==> config.mk <==
export PLATFORM = sky130hd
export DESIGN_NAME = utc_to_local_time_with_dst
export DESIGN_NICKNAME = d
export VERILOG_FILES = /design/src/hdl/utcl_pkg.sv /design/src/hdl/utcl_zone.sv /design/src/hdl/utcl_mid.sv /design/src/hdl/utcl_final.sv /design/src/hdl/utc_to_local_time_with_dst.sv
export SDC_FILE = /design/constraint.sdc
export NUM_CORES = 1
export LEC_CHECK = 0
export ABC_CLOCK_PERIOD_IN_PS = 16960
export BUFFER_PORTS_ARGS = -buffer_cell sky130_fd_sc_hd__buf_2
export CAP_MARGIN = 10
export CORE_MARGIN = 4
export CORE_UTILIZATION = 50
export CTS_CLUSTER_SIZE = 24
export DETAILED_ROUTE_END_ITERATION = 12
export PLACE_DENSITY = 0.67
export RECOVER_POWER = 50
export SYNTH_ARGS = -nofsm -noshare
export SYNTH_HDL_FRONTEND = slang
export SYNTH_SLANG_ARGS = --single-unit
==> constraint.sdc <==
create_clock -name clk -period 16.96 [get_ports clk]
set_clock_uncertainty 0.05 [all_clocks]
set_input_delay 1.696 -clock clk [delete_from_list [all_inputs] [get_ports clk]]
set_output_delay 1.696 -clock clk [all_outputs]
set_load 0.005 [all_outputs]
==> src/hdl/utcl_pkg.sv <==
// Shared types, codes and calendar helpers for the UTC to local time pipeline.
// No dependencies; imported by every module of the block but the port checker.
`timescale 1ns / 1ps
`default_nettype none

package utcl_pkg;

  // Month codes
  localparam logic [3:0] MonthJan = 4'd1;
  localparam logic [3:0] MonthFeb = 4'd2;
  localparam logic [3:0] MonthMar = 4'd3;
  localparam logic [3:0] MonthApr = 4'd4;
  localparam logic [3:0] MonthJun = 4'd6;
  localparam logic [3:0] MonthSep = 4'd9;
  localparam logic [3:0] MonthNov = 4'd11;
  localparam logic [3:0] MonthDec = 4'd12;

  // Configuration register indexes
  localparam logic CfgZoneOffset = 1'b0;
  localparam logic CfgDstEnable  = 1'b1;

  typedef struct packed {
    logic [11:0] year;
    logic [3:0]  month;
    logic [4:0]  day;
  } date_t;

  // Raw request and zone-stage result
  typedef struct packed {
    date_t      date;
    logic [4:0] hour;
    logic [5:0] minute;
    logic [5:0] second;
    logic [7:0] delay;
  } zone_t;

  // Result of the middle stages: minute/second done, DST key prepared
  typedef struct packed {
    date_t      date;
    logic [4:0] hour;
    logic [5:0] minute;
    logic       min_carry;
    logic [6:0] wkey;
    logic [4:0] wq;
    logic [5:0] second;
  } mid_t;

  typedef struct packed {
    date_t      date;
    logic [4:0] hour;
    logic [5:0] minute;
    logic [5:0] second;
    logic       dst;
  } local_t;

  // Days in a month, leap year every fourth year
  function automatic logic [4:0] month_len(input logic [3:0] month, input logic [11:0] year);
    logic [4:0] len;
    case (month)
      MonthFeb: len = (year[1:0] == 2'b00) ? 5'd29 : 5'd28;
      MonthApr, MonthJun, MonthSep, MonthNov: len = 5'd30;
      default: len = 5'd31;
    endcase
    return len;
  endfunction

  // Advance one day, a day at or past month end rolls to the next month
  function automatic date_t next_date(input date_t cur);
    date_t nd;
    nd = cur;
    if (cur.day >= month_len(cur.month, cur.year)) begin
      nd.day = 5'd1;
      if (cur.month >= MonthDec) begin
        nd.month = MonthJan;
        nd.year  = cur.year + 12'd1;
      end else begin
        nd.month = cur.month + 4'd1;
      end
    end else begin
      nd.day = cur.day + 5'd1;
    end
    return nd;
  endfunction

endpackage

`default_nettype wire

==> src/hdl/utcl_zone.sv <==
// Zone stage: clamps month/day and applies the signed zone offset to the hour,
// moving the date back or forward one day. Depends on utcl_pkg.
`timescale 1ns / 1ps
`default_nettype none

module utcl_zone
  import utcl_pkg::*;
(
  input  wire logic              clk,
  input  wire logic              rst,
  input  wire logic signed [4:0] zone_offset,
  input  wire logic              in_valid,
  output logic                   in_ready,
  input  wire zone_t             in_data,
  output logic                   out_valid,
  input  wire logic              out_ready,
  output zone_t                  out_data
);

  date_t             clean;
  date_t             prev;
  date_t             fwd;
  zone_t             zone_next;
  logic signed [6:0] hsum;
  logic signed [6:0] hup;
  logic signed [6:0] hdn;

  // Clamp out-of-range month and day
  always_comb begin
    clean.year  = in_data.date.year;
    if (in_data.date.month == 4'd0) begin
      clean.month = MonthJan;
    end else if (in_data.date.month > MonthDec) begin
      clean.month = MonthDec;
    end else begin
      clean.month = in_data.date.month;
    end
    clean.day = (in_data.date.day == 5'd0) ? 5'd1 : in_data.date.day;
  end

  // Previous day, borrowing into month and year
  always_comb begin
    prev = clean;
    if (clean.day == 5'd1) begin
      if (clean.month <= MonthJan) begin
        prev.month = MonthDec;
        prev.year  = clean.year - 12'd1;
      end else begin
        prev.month = clean.month - 4'd1;
      end
      prev.day = month_len(prev.month, prev.year);
    end else begin
      prev.day = clean.day - 5'd1;
    end
  end

  assign fwd  = next_date(clean);
  assign hsum = $signed({2'b00, in_data.hour}) + $signed({{2{zone_offset[4]}}, zone_offset});
  assign hup  = hsum + 7'sd24;
  assign hdn  = hsum - 7'sd24;

  // Hour wrap and date select
  always_comb begin
    zone_next = in_data;
    if (hsum < 7'sd1) begin
      if (hup == 7'sd24) begin
        zone_next.hour = 5'd0;
        zone_next.date = clean;
      end else begin
        zone_next.hour = hup[4:0];
        zone_next.date = prev;
      end
    end else if (hsum > 7'sd23) begin
      zone_next.hour = hdn[4:0];
      zone_next.date = fwd;
    end else begin
      zone_next.hour = hsum[4:0];
      zone_next.date = clean;
    end
  end

  // Stage register
  assign in_ready = !out_valid || out_ready;

  always_ff @(posedge clk) begin
    if (rst) begin
      out_valid <= 1'b0;
    end else if (in_ready) begin
      out_valid <= in_valid;
    end
  end

  always_ff @(posedge clk) begin
    if (in_ready) begin
      out_data <= zone_next;
    end
  end

endmodule

`default_nettype wire

==> src/hdl/utcl_mid.sv <==
// Middle stages: year mod 100 by reciprocal, second and minute carries, and the
// weekday key for the DST start day. Three register stages. Depends on utcl_pkg.
`timescale 1ns / 1ps
`default_nettype none

module utcl_mid
  import utcl_pkg::*;
(
  input  wire logic clk,
  input  wire logic rst,
  input  wire logic in_valid,
  output logic      in_ready,
  input  wire zone_t in_data,
  output logic      out_valid,
  input  wire logic out_ready,
  output mid_t      out_data
);

  typedef struct packed {
    date_t      date;
    logic [4:0] hour;
    logic [5:0] minute;
    logic [5:0] second;
    logic [2:0] sec_carry;
    logic [5:0] q100;
  } stb_t;

  typedef struct packed {
    date_t      date;
    logic [4:0] hour;
    logic [5:0] minute;
    logic       min_carry;
    logic [6:0] wkey;
    logic [5:0] second;
  } stc_t;

  stb_t        b_q;
  stb_t        b_next;
  stc_t        c_q;
  stc_t        c_next;
  mid_t        d_next;
  logic        b_vld;
  logic        c_vld;
  logic        b_rdy;
  logic        c_rdy;
  logic [24:0] yprod;
  logic [8:0]  tsec;
  logic [2:0]  cs;
  logic [8:0]  srem;
  logic [11:0] yrem;
  logic [6:0]  yy;
  logic [6:0]  tmin;
  logic [14:0] wprod;

  // Stage B: year / 100 by reciprocal multiply, seconds plus delay
  assign yprod = 25'(in_data.date.year) * 25'd5243;
  assign tsec  = 9'(in_data.second) + 9'(in_data.delay);

  always_comb begin
    if (tsec >= 9'd300) begin
      cs = 3'd5;
    end else if (tsec >= 9'd240) begin
      cs = 3'd4;
    end else if (tsec >= 9'd180) begin
      cs = 3'd3;
    end else if (tsec >= 9'd120) begin
      cs = 3'd2;
    end else if (tsec >= 9'd60) begin
      cs = 3'd1;
    end else begin
      cs = 3'd0;
    end
  end

  assign srem = tsec - 9'(cs) * 9'd60;

  always_comb begin
    b_next.date      = in_data.date;
    b_next.hour      = in_data.hour;
    b_next.minute    = in_data.minute;
    b_next.second    = srem[5:0];
    b_next.sec_carry = cs;
    b_next.q100      = yprod[24:19];
  end

  // Stage C: year mod 100, weekday key, minute carry
  assign yrem = b_q.date.year - 12'(b_q.q100) * 12'd100;
  assign yy   = yrem[6:0];
  assign tmin = 7'(b_q.minute) + 7'(b_q.sec_carry);

  always_comb begin
    c_next.date      = b_q.date;
    c_next.hour      = b_q.hour;
    c_next.second    = b_q.second;
    c_next.wkey      = yy + {2'b00, yy[6:2]} + 7'd2;
    c_next.min_carry = (tmin >= 7'd60);
    if (tmin >= 7'd60) begin
      c_next.minute = 6'(tmin - 7'd60);
    end else begin
      c_next.minute = tmin[5:0];
    end
  end

  // Stage D: key / 7 by reciprocal multiply
  assign wprod = 15'(c_q.wkey) * 15'd147;

  always_comb begin
    d_next.date      = c_q.date;
    d_next.hour      = c_q.hour;
    d_next.minute    = c_q.minute;
    d_next.min_carry = c_q.min_carry;
    d_next.wkey      = c_q.wkey;
    d_next.wq        = wprod[14:10];
    d_next.second    = c_q.second;
  end

  // Stage handshakes, ready flows back per stage
  assign c_rdy    = !out_valid || out_ready;
  assign b_rdy    = !c_vld || c_rdy;
  assign in_ready = !b_vld || b_rdy;

  always_ff @(posedge clk) begin
    if (rst) begin
      b_vld     <= 1'b0;
      c_vld     <= 1'b0;
      out_valid <= 1'b0;
    end else begin
      if (in_ready) begin
        b_vld <= in_valid;
      end
      if (b_rdy) begin
        c_vld <= b_vld;
      end
      if (c_rdy) begin
        out_valid <= c_vld;
      end
    end
  end

  always_ff @(posedge clk) begin
    if (in_ready) begin
      b_q <= b_next;
    end
    if (b_rdy) begin
      c_q <= c_next;
    end
    if (c_rdy) begin
      out_data <= d_next;
    end
  end

endmodule

`default_nettype wire

==> src/hdl/utcl_final.sv <==
// Final stages: DST window decision, hour carry, then the day advance from the
// hour carry. Two register stages, the last is the output register. Depends on utcl_pkg.
`timescale 1ns / 1ps
`default_nettype none

module utcl_final
  import utcl_pkg::*;
(
  input  wire logic clk,
  input  wire logic rst,
  input  wire logic dst_enable,
  input  wire logic in_valid,
  output logic      in_ready,
  input  wire mid_t in_data,
  output logic      out_valid,
  input  wire logic out_ready,
  output local_t    out_data
);

  typedef struct packed {
    date_t      date;
    logic [4:0] hour;
    logic [5:0] minute;
    logic [5:0] second;
    logic       dst;
    logic       day_carry;
  } ste_t;

  ste_t       e_q;
  ste_t       e_next;
  local_t     f_next;
  logic       e_vld;
  logic       e_rdy;
  logic [6:0] wrem;
  logic [3:0] start_day;
  logic       act;
  logic [4:0] thour;

  // Stage E: second-Sunday start day and window test
  assign wrem      = in_data.wkey - 7'(in_data.wq) * 7'd7;
  assign start_day = 4'd14 - {1'b0, wrem[2:0]};

  always_comb begin
    act = 1'b0;
    if (dst_enable) begin
      if (in_data.date.month == MonthMar) begin
        act = (in_data.date.day > 5'(start_day)) ||
              ((in_data.date.day == 5'(start_day)) && (in_data.hour > 5'd1));
      end else if ((in_data.date.month > MonthMar) && (in_data.date.month < MonthNov)) begin
        act = 1'b1;
      end
    end
  end

  // Hour plus DST hour plus minute carry
  assign thour = in_data.hour + 5'(act) + 5'(in_data.min_carry);

  always_comb begin
    e_next.date      = in_data.date;
    e_next.minute    = in_data.minute;
    e_next.second    = in_data.second;
    e_next.dst       = act;
    e_next.day_carry = (thour >= 5'd24);
    if (thour >= 5'd24) begin
      e_next.hour = thour - 5'd24;
    end else begin
      e_next.hour = thour;
    end
  end

  // Stage F: day advance on hour carry
  always_comb begin
    f_next.date   = e_q.day_carry ? next_date(e_q.date) : e_q.date;
    f_next.hour   = e_q.hour;
    f_next.minute = e_q.minute;
    f_next.second = e_q.second;
    f_next.dst    = e_q.dst;
  end

  assign e_rdy    = !out_valid || out_ready;
  assign in_ready = !e_vld || e_rdy;

  always_ff @(posedge clk) begin
    if (rst) begin
      e_vld     <= 1'b0;
      out_valid <= 1'b0;
    end else begin
      if (in_ready) begin
        e_vld <= in_valid;
      end
      if (e_rdy) begin
        out_valid <= e_vld;
      end
    end
  end

  always_ff @(posedge clk) begin
    if (in_ready) begin
      e_q <= e_next;
    end
    if (e_rdy) begin
      out_data <= f_next;
    end
  end

endmodule

`default_nettype wire

==> src/hdl/utc_to_local_time_with_dst.sv <==
// UTC to local time with US daylight saving, top level.
// Register stages from request accept to result valid: zone, 3 middle, 2 final.
// Throughput: one request per cycle; each stage holds under backpressure and
// takes a new request as soon as its own register is free.
// Reset (rst, synchronous): all stage valid bits clear, zone_offset = 0, dst_enable = 1.
// Depends on utcl_pkg, utcl_zone, utcl_mid, utcl_final.
`timescale 1ns / 1ps
`default_nettype none

module utc_to_local_time_with_dst
  import utcl_pkg::*;
(
  input  wire logic        clk,
  input  wire logic        rst,
  // Configuration write port
  input  wire logic        cfg_we,
  input  wire logic        cfg_addr,
  input  wire logic [4:0]  cfg_data,
  // Request stream
  input  wire logic        s_tvalid,
  output logic             s_tready,
  // low to high: utc_year[11:0], utc_month[15:12], utc_day[20:16], utc_hour[25:21],
  // utc_minute[31:26], utc_second[37:32], delay_seconds[45:38], zero pad[47:46]
  input  wire logic [47:0] s_tdata,
  // Result stream
  output logic             m_tvalid,
  input  wire logic        m_tready,
  // low to high: local_year[11:0], local_month[15:12], local_day[20:16], local_hour[25:21],
  // local_minute[31:26], local_second[37:32], zero pad[39:38]
  output logic [39:0]      m_tdata,
  // dst_active[0]
  output logic             m_tuser
);

  logic signed [4:0] zone_offset;
  logic              dst_enable;
  zone_t             req;
  zone_t             zone_q;
  mid_t              mid_q;
  local_t            res;
  logic              zone_vld;
  logic              zone_rdy;
  logic              mid_vld;
  logic              mid_rdy;

  // Configuration registers
  always_ff @(posedge clk) begin
    if (rst) begin
      zone_offset <= 5'sd0;
      dst_enable  <= 1'b1;
    end else if (cfg_we) begin
      case (cfg_addr)
        CfgZoneOffset: zone_offset <= $signed(cfg_data);
        CfgDstEnable:  dst_enable  <= cfg_data[0];
        default: ;
      endcase
    end
  end

  // Unpack request
  always_comb begin
    req.date.year  = s_tdata[11:0];
    req.date.month = s_tdata[15:12];
    req.date.day   = s_tdata[20:16];
    req.hour       = s_tdata[25:21];
    req.minute     = s_tdata[31:26];
    req.second     = s_tdata[37:32];
    req.delay      = s_tdata[45:38];
  end

  utcl_zone u_zone (
    .clk         (clk),
    .rst         (rst),
    .zone_offset (zone_offset),
    .in_valid    (s_tvalid),
    .in_ready    (s_tready),
    .in_data     (req),
    .out_valid   (zone_vld),
    .out_ready   (zone_rdy),
    .out_data    (zone_q)
  );

  utcl_mid u_mid (
    .clk       (clk),
    .rst       (rst),
    .in_valid  (zone_vld),
    .in_ready  (zone_rdy),
    .in_data   (zone_q),
    .out_valid (mid_vld),
    .out_ready (mid_rdy),
    .out_data  (mid_q)
  );

  utcl_final u_final (
    .clk        (clk),
    .rst        (rst),
    .dst_enable (dst_enable),
    .in_valid   (mid_vld),
    .in_ready   (mid_rdy),
    .in_data    (mid_q),
    .out_valid  (m_tvalid),
    .out_ready  (m_tready),
    .out_data   (res)
  );

  // Pack result
  assign m_tdata = {2'b00, res.second, res.minute, res.hour,
                    res.date.day, res.date.month, res.date.year};
  assign m_tuser = res.dst;

endmodule

`default_nettype wire

==> qor.yml, run 1 <==
clocking:
  cts-root-buf: "clkbuf_16"
  htree_levels: 1
  clockBufferDepth: 3
  clock_sinks: 274
  clk_latency_ns: 0.54
  numCtsBuffers: 28
  post_cts_buffers: 0
  cts_resized: 0
  holdBufCountCts: 0
  cts_tree: "yes"
  path_clk_slew_ns: 0.06
logic_synthesis:
  syn_inst: 1270
  seq_area_frac_synth_pct: 51.4
  synthAdderAreaFrac_pct: 21.7
  synth_edf_count: 262
  synthArstFlopShare_pct: 0
  yosys_warnings: 0
  synth_area_um2: 15800
  synth_top_family_by_area: "adder cells"
  yosys.cell_types.count: 77
  ys_ff_latch: 274
  synth_compound_area_share_pct: 8.83
  yosys.area_share.simple_pct: 8.50
  synth_ff_type: "edfxtp_1"
  synth_area_per_cell_um2: 12.4
  muxShareOfSynthArea_pct: 0.857
  synth_xor_area_share_pct: 3.50
worst_setup_path:
  crit_family: "adder cells"
  worst_path_most_repeated_cell: "fa_1"
  r2r_cells: 17
  crit_fanout: 6
  timing.rr.end: "u_mid.b_q[4]"
  arrival_ns: 6.28
  worstPathCellList: "inv_1 -> fa_1 -> fa_1 -> inv_1 -> fa_1 -> fa_1 -> inv_1 -> fa_1 -> inv_1 -> ha_1 -> a211oi_1 -> o211ai_1 -> a311oi_1 -> nor3_1 -> o41ai_1 -> nor2_1 -> a211oi_1"
  cp.required_ns: 17.25
  slowest_stage: "o41ai_1"
  slowest_delay_ns: 0.67
  worst-path-buf-inv: 4
  cp-start-kind: "register"
  r2r_slack_ns: 10.97
  critPathCaptureType: "register"
  rr_startpoint: "u_zone.out_data[40]"
  critPathKind: "reg2reg"
cells_and_area:
  fillers: 2531
  syn_to_final_growth_pct: 11.1
  nets: 1677
  layout_common_cells: "edfxtp_1, inv_1, ha_1, buf_2, nor2_1"
  layout_commonest_cell: "edfxtp_1"
  drive_gt1_share_pct: 11.2
  fin_cells: 1795
die:
  row_count: 64
  ios: 102
  core_um2: 30800
  fp.dieH_um: 186
  die_x_um: 186
  dieArea_um2: 34500
  initial_core_util_pct: 51.2
place:
  io_buffers: 97
  hpwlAfterDp_um: 21000
  gp_congestion: 0.919
  placedCellCount: 1745
global_routing:
  grt_pass1_vias: 9148
  track_usage_pct: 15.7
  grt_pass1_wl_um: 44700
  antenna_found_initial: 1
  overflow: 0
  grt_max_degree: 48
timing:
  slew_headroom_pct: -52.0
  max_freq_mhz: 167
  final.period_utilization_pct: 35.3
  tightest_slew_ns: 2.28
  slew_viol_final: 127
  final.setup.tns_ns: 0
  period_minus_slack_ns: 5.99
  final-hold-violation-count: 0
  setup_viol: 0
  rsz0062_at_grt: "no"
job:
  cap_violations: 3
route:
  routed_wl_um: 27200
  drt-initial-drc-count: 532
  vias: 9547
  wl_per_cell_um: 15.2
  drt_pass1_iterations: 5
  antenna_left: 0
  route.detailed.drc: 0
  routed_via_density: 5.32
outcome:
  violations: "capacitance limit, slew limit"
  outcome: "finished, violations left"
power:
  p_leak_nw: 7.64
  power.density_nw_per_um2: 154
  ir_worst_vdd_mv: 0.127
hold_path:
  hold_start: "u_zone.out_data[31]"
  holdPathEnd: "u_mid.b_q[32]"
  hold_path_class: "reg2reg"
  min_path_cells: 0
==> worst register-to-register path: cells and delay by family (launching register included) <==
family	cells	cell delay, ns
AO/OA/AOI/OAI	5	1.73
adder cells (fa/ha/maj)	6	2.93
buffers and inverters	4	0.28
flip-flops	1	0.54
AND/OR/NAND/NOR	2	0.28
==> per-layer routing <==
| metal | GRT usage (%) | part of all wire [%] | up-vias |
|---|---|---|---|
| met3 | 2.21 | 4.0 | 40 |
| li1 | - | - | 4772 |
| met5 | 0 | 0 | - |
| met4 | 3.35 | 2.0 | 0 |
| met2 | 25.0 | 46 | 178 |
| met1 | 23.3 | 48 | 4557 |
==> flip-flops by register name, summed over array words and instances (netlist names) <==
signal and cells:
u_mid.c_q 46, u_zone.out_data 46, zone_offset 5, u_mid.out_valid 1, u_mid.c_vld 1, u_mid.out_data 45
u_final.e_vld 1, u_final.out_valid 1, u_mid.b_vld 1, u_final.e_q 40, u_zone.out_valid 1, u_final.out_data 39
u_mid.b_q 46, dst_enable 1
==> stage by stage <==
stage	hold slack (ns)	utilization (%)	power (mW)	worst slack [ns]	instance area, um^2
after floorplan	0.350	-	1.90	11.58	15800
after global placement	0.350	54.2	2.12	11.05	16700
after detailed placement	0.355	54.2	2.18	10.95	16700
after CTS	0.345	56.9	2.74	10.93	17500
after global routing	0.356	56.9	2.97	10.62	17500
final	0.347	56.9	2.71	10.97	17500
==> how the worst max path moves through the flow <==
stage                   startpoint      endpoint  slack (ns)  cells after the start
2_1_floorplan             m_tready      s_tready       11.58                      4
3_3_place_gp   u_zone.out_data[40]  u_mid.b_q[3]       11.05                     17
3_5_place_dp   u_zone.out_data[40]  u_mid.b_q[4]       10.95                     17
4_1_cts        u_zone.out_data[40]  u_mid.b_q[4]       10.93                     17
5_1_grt        u_zone.out_data[40]  u_mid.b_q[4]       10.62                     17
6_report       u_zone.out_data[40]  u_mid.b_q[4]       10.97                     17
==> final cells by class <==
type | count | area, um^2 | area share (%)
multi-input cells | 784 | 6860 | 39.2
flip-flops and latches | 274 | 8110 | 46.2
inverters | 189 | 709 | 4.05
well taps | 396 | 495 | 2.83
diodes | 1 | 2.50 | 0.0143
clock inverters | 15 | 110 | 0.628
clock buffers | 34 | 733 | 4.18
repair buffers | 102 | 509 | 2.90
==> power by group <==
part / internal (mW) / switching, mW
Combinational: 0.538 / 0.596
Clock: 0.310 / 0.244
Sequential: 0.950 / 0.0694
Total: 1.80 / 0.909
==> cell families after synthesis <==
family	Yosys count
mux	13
simple gates	264
fa+ha+maj	240
other cells	1
buf+inv	213
compound gates	202
flops	274
xor+xnor	63
==> Yosys cell counts (all sizes together), types with 5 or more instances <==
cell type	n	area, um^2
nor3	24	120
nor3b	8	60.1
nor2b	11	68.8
o21ai	44	220
clkbuf	20	75.1
o21a	10	75.1
dfxtp	12	240
ha	182	2280
mux2i	9	90.1
nand4	16	100
o2111ai	5	43.8
xnor2	47	412
fa	57	1140
a211oi	13	97.6
a21o	17	128
nand2b	6	37.5
a211o	5	43.8
xor2	16	140
or2	6	37.5
edfxtp	262	7870
a21oi	37	185
inv	189	709
o211a	5	50.1
nand3	32	160
nor2	63	244
nand2	57	214
o211ai	9	67.6
or4	5	41.3
and2	14	92.6
Note: power is estimated with default switching activity, not from simulation.
==> run 2, diff against run 1 <==
--- a/config.mk
+++ b/config.mk
@@ -5,14 +5,14 @@
 export SDC_FILE = /design/constraint.sdc
 export NUM_CORES = 1
 export LEC_CHECK = 0
-export ABC_CLOCK_PERIOD_IN_PS = 16960
+export ABC_CLOCK_PERIOD_IN_PS = 5180
 export BUFFER_PORTS_ARGS = -buffer_cell sky130_fd_sc_hd__buf_2
 export CAP_MARGIN = 10
 export CORE_MARGIN = 4
 export CORE_UTILIZATION = 50
 export CTS_CLUSTER_SIZE = 24
 export DETAILED_ROUTE_END_ITERATION = 12
-export PLACE_DENSITY = 0.67
+export PLACE_DENSITY = 0.69
 export RECOVER_POWER = 50
 export SYNTH_ARGS = -nofsm -noshare
 export SYNTH_HDL_FRONTEND = slang
==> constraint.sdc (replaced) <==
create_clock -name clk -period 5.18 [get_ports clk]
set_clock_uncertainty 0.05 [all_clocks]
set_input_delay 0.518 -clock clk [delete_from_list [all_inputs] [get_ports clk]]
set_output_delay 0.518 -clock clk [all_outputs]
set_load 0.005 [all_outputs]
==> qor.yml, run 2 (synthesized netlist as in run 1, its figures left out) <==
cells_and_area:
  layout_commonest_cell: "edfxtp_1"
  fin_util_pct: 58.1  # +1.3 points
  drive_gt1_share_pct: 13.7  # +2.5 points
  largestRegisters: "u_mid.b_q: 46 flops, u_mid.c_q: 46 flops, u_zone.out_data: 46 flops"
  syn_to_final_growth_pct: 13.6
  nets: 1696  # +1.1%
  fin_cells: 1816  # +1.2%
  layout_common_cells: "edfxtp_1, inv_1, ha_1, buf_2, nor2_1"
  final_cell_area_um2: 17900  # +2.2%
  antenna_cells: 0  # -1
global_routing:
  overflow: 0  # unchanged
  antenna_found_initial: 0  # -1
  grt_max_degree: 48  # unchanged
  grt_pass1_wl_um: 46300  # +3.5%
  grt_pass1_vias: 9516  # +4.0%
  track_usage_pct: 16.4  # +0.71 points
route:
  vias: 9821  # +2.9%
  route.detailed.drc: 0  # unchanged
  routed_via_density: 5.41  # +1.7%
  routed_wl_um: 28600  # +5.1%
  drt-initial-drc-count: 541  # +1.7%
  wl_per_cell_um: 15.8  # +3.9%
  drt_pass1_iterations: 5  # unchanged
  antenna_left: 0  # unchanged
clocking:
  clock_sinks: 274  # unchanged
  numCtsBuffers: 28  # unchanged
  cts_tree: "yes"
  cts-root-buf: "clkbuf_16"
  htree_levels: 1  # unchanged
  clk_latency_ns: 0.55  # about the same
  path_clk_slew_ns: 0.07  # about the same
  clockBufferDepth: 3  # unchanged
worst_setup_path:
  rr_startpoint: "u_zone.out_data[42]"
  crit_family: "adder cells"
  startpoint: "u_zone.out_data[42]"
  critPathCaptureType: "register"
  critPathKind: "reg2reg"
  worst-path-buf-inv: 5  # +1
  slowest_stage: "fa_1"
  worstPathCellList: "inv_2 -> fa_1 -> fa_1 -> inv_1 -> fa_1 -> fa_1 -> inv_1 -> fa_1 -> inv_2 -> ha_4 -> a211oi_2 -> o211ai_1 -> a311oi_2 -> nor3_4 -> buf_4 -> o21a_1 -> nor2_2 -> xnor2_1"
  crit_fanout: 2  # -4
  r2r_cells: 18  # +1
  cp.required_ns: 5.44  # -11.81 ns
  arrival_ns: 5.24  # -1.04 ns
  worst_path_most_repeated_cell: "fa_1"
  slowest_delay_ns: 0.53  # -0.14 ns
  timing.rr.end: "u_mid.b_q[1]"
  cp.depth: 18  # +1
  cp-start-kind: "register"
  r2r_slack_ns: 0.20  # -10.77 ns
  endpoint: "u_mid.b_q[1]"
timing:
  tightest_slew_ns: 2.04  # -0.239 ns
  final.setup.tns_ns: 0  # unchanged
  final-hold-violation-count: 0  # unchanged
  slew_headroom_pct: -36.0  # +16 points
  final.period_utilization_pct: 96.2  # +61 points
  max_freq_mhz: 201  # +20%
  period_minus_slack_ns: 4.98  # -1.01 ns
  slew_viol_final: 81  # -36%
  setup_viol: 0  # unchanged
power:
  ir_worst_vdd_mv: 0.355  # +180%
  switchingPower_mw: 3.16  # +250%
  power_frac_comb_pct: 42.9  # +1.0 points
  p_leak_nw: 7.77  # +1.7%
  power.total_mw: 9.39  # +250%
  p_int_mw: 6.23  # +250%
  pwr-share-clk_pct: 21.6  # +1.2 points
  sw_frac_of_total_pct: 33.7  # +0.064 points
  power.density_nw_per_um2: 524  # +240%
  power_frac_seq_pct: 35.5  # -2.1 points
place:
  hpwlAfterDp_um: 21500  # +2.5%
  io_buffers: 97  # unchanged
  gp_congestion: 0.904  # -1.6%
  placedCellCount: 1759  # +0.80%
  post_dp_cell_area_um2: 16800  # +0.67%
die:
  core_um2: 30800  # unchanged
  row_count: 64  # unchanged
  dieArea_um2: 34500  # unchanged
  initial_core_util_pct: 51.2  # unchanged
  fp.dieH_um: 186  # unchanged
  die_x_um: 186  # unchanged
  ios: 102  # unchanged
outcome:
  violations: "capacitance limit, slew limit"
  outcome: "finished, violations left"
job:
  cap_violations: 2  # -1
hold_path:
  hold_path_class: "in2reg"
run 2: through the flow:
| step | worst slack [ns] | hold WS, ns |
|---|---|---|
| 2_1_floorplan | 0.0607 | 0.350 |
| 3_3_place_gp | 0.0504 | 0.350 |
| 3_5_place_dp | -0.0238 | 0.355 |
| 4_1_cts | 0.00431 | 0.0654 |
| 5_1_grt | -0.0161 | 0.0710 |
| 6_report | 0.198 | 0.0977 |
run 2: final cells by class:
class | count | area, um^2
fill | 2444 | 12900
clock inverter | 11 | 181
tap | 396 | 495
inverter | 189 | 709
sequential | 274 | 8110
multi-input combinational | 784 | 7020
timing repair buffer | 121 | 638
clock buffer | 41 | 769
run 2: worst reg2reg max path, delay by kind of cell, from the launching register on:
family / cells / cell delay, ns
fa+ha+maj: 6 / 2.75
xor+xnor: 1 / 0.07
simple gates: 2 / 0.21
buf+inv: 5 / 0.37
compound gates: 4 / 0.92
flops: 1 / 0.36
run 2: what timing repair did:
action                                  in CTS  in global routing
setup buffers                                2                  4
gates cloned                                 0                  0
hold buffers                                 0                  0
gates resized for setup                      3                 24
pin swaps                                    8                 27
endpoints found under the setup margin       2                  5
run 2: worst min path at each step:
stage	startpoint	to	slack [ns]	cells past startpoint
global placement	u_mid.out_data[39]	u_final.e_q[28]	0.35	0
detailed placement	u_mid.out_data[21]	u_final.e_q[10]	0.35	0
finish	s_tdata[30]	u_zone.out_data[18]	0.1	1
global route	s_tdata[27]	u_zone.out_data[15]	0.07	1
CTS	s_tdata[30]	u_zone.out_data[18]	0.07	1
floorplan	u_mid.out_data[21]	u_final.e_q[10]	0.35	0
run 2: metal layers:
layer | share of wire (%) | wire [um] | GRT usage, %
met4 | 1.9 | 544 | 3.44
met3 | 3.9 | 1120 | 2.09
met1 | 46 | 13300 | 23.6
met5 | 0 | 0 | 0
met2 | 48 | 13600 | 27.2
run 2: power by group through the flow:
stage          sequential, mW  clock (mW)  combinational, mW
2_1_floorplan            3.30           0               2.93
3_3_place_gp             3.37           0               3.60
3_5_place_dp             3.39           0               3.75
4_1_cts                  3.34        2.09               3.86
5_1_grt                  3.39        2.18               4.65
6_report                 3.33        2.03               4.03
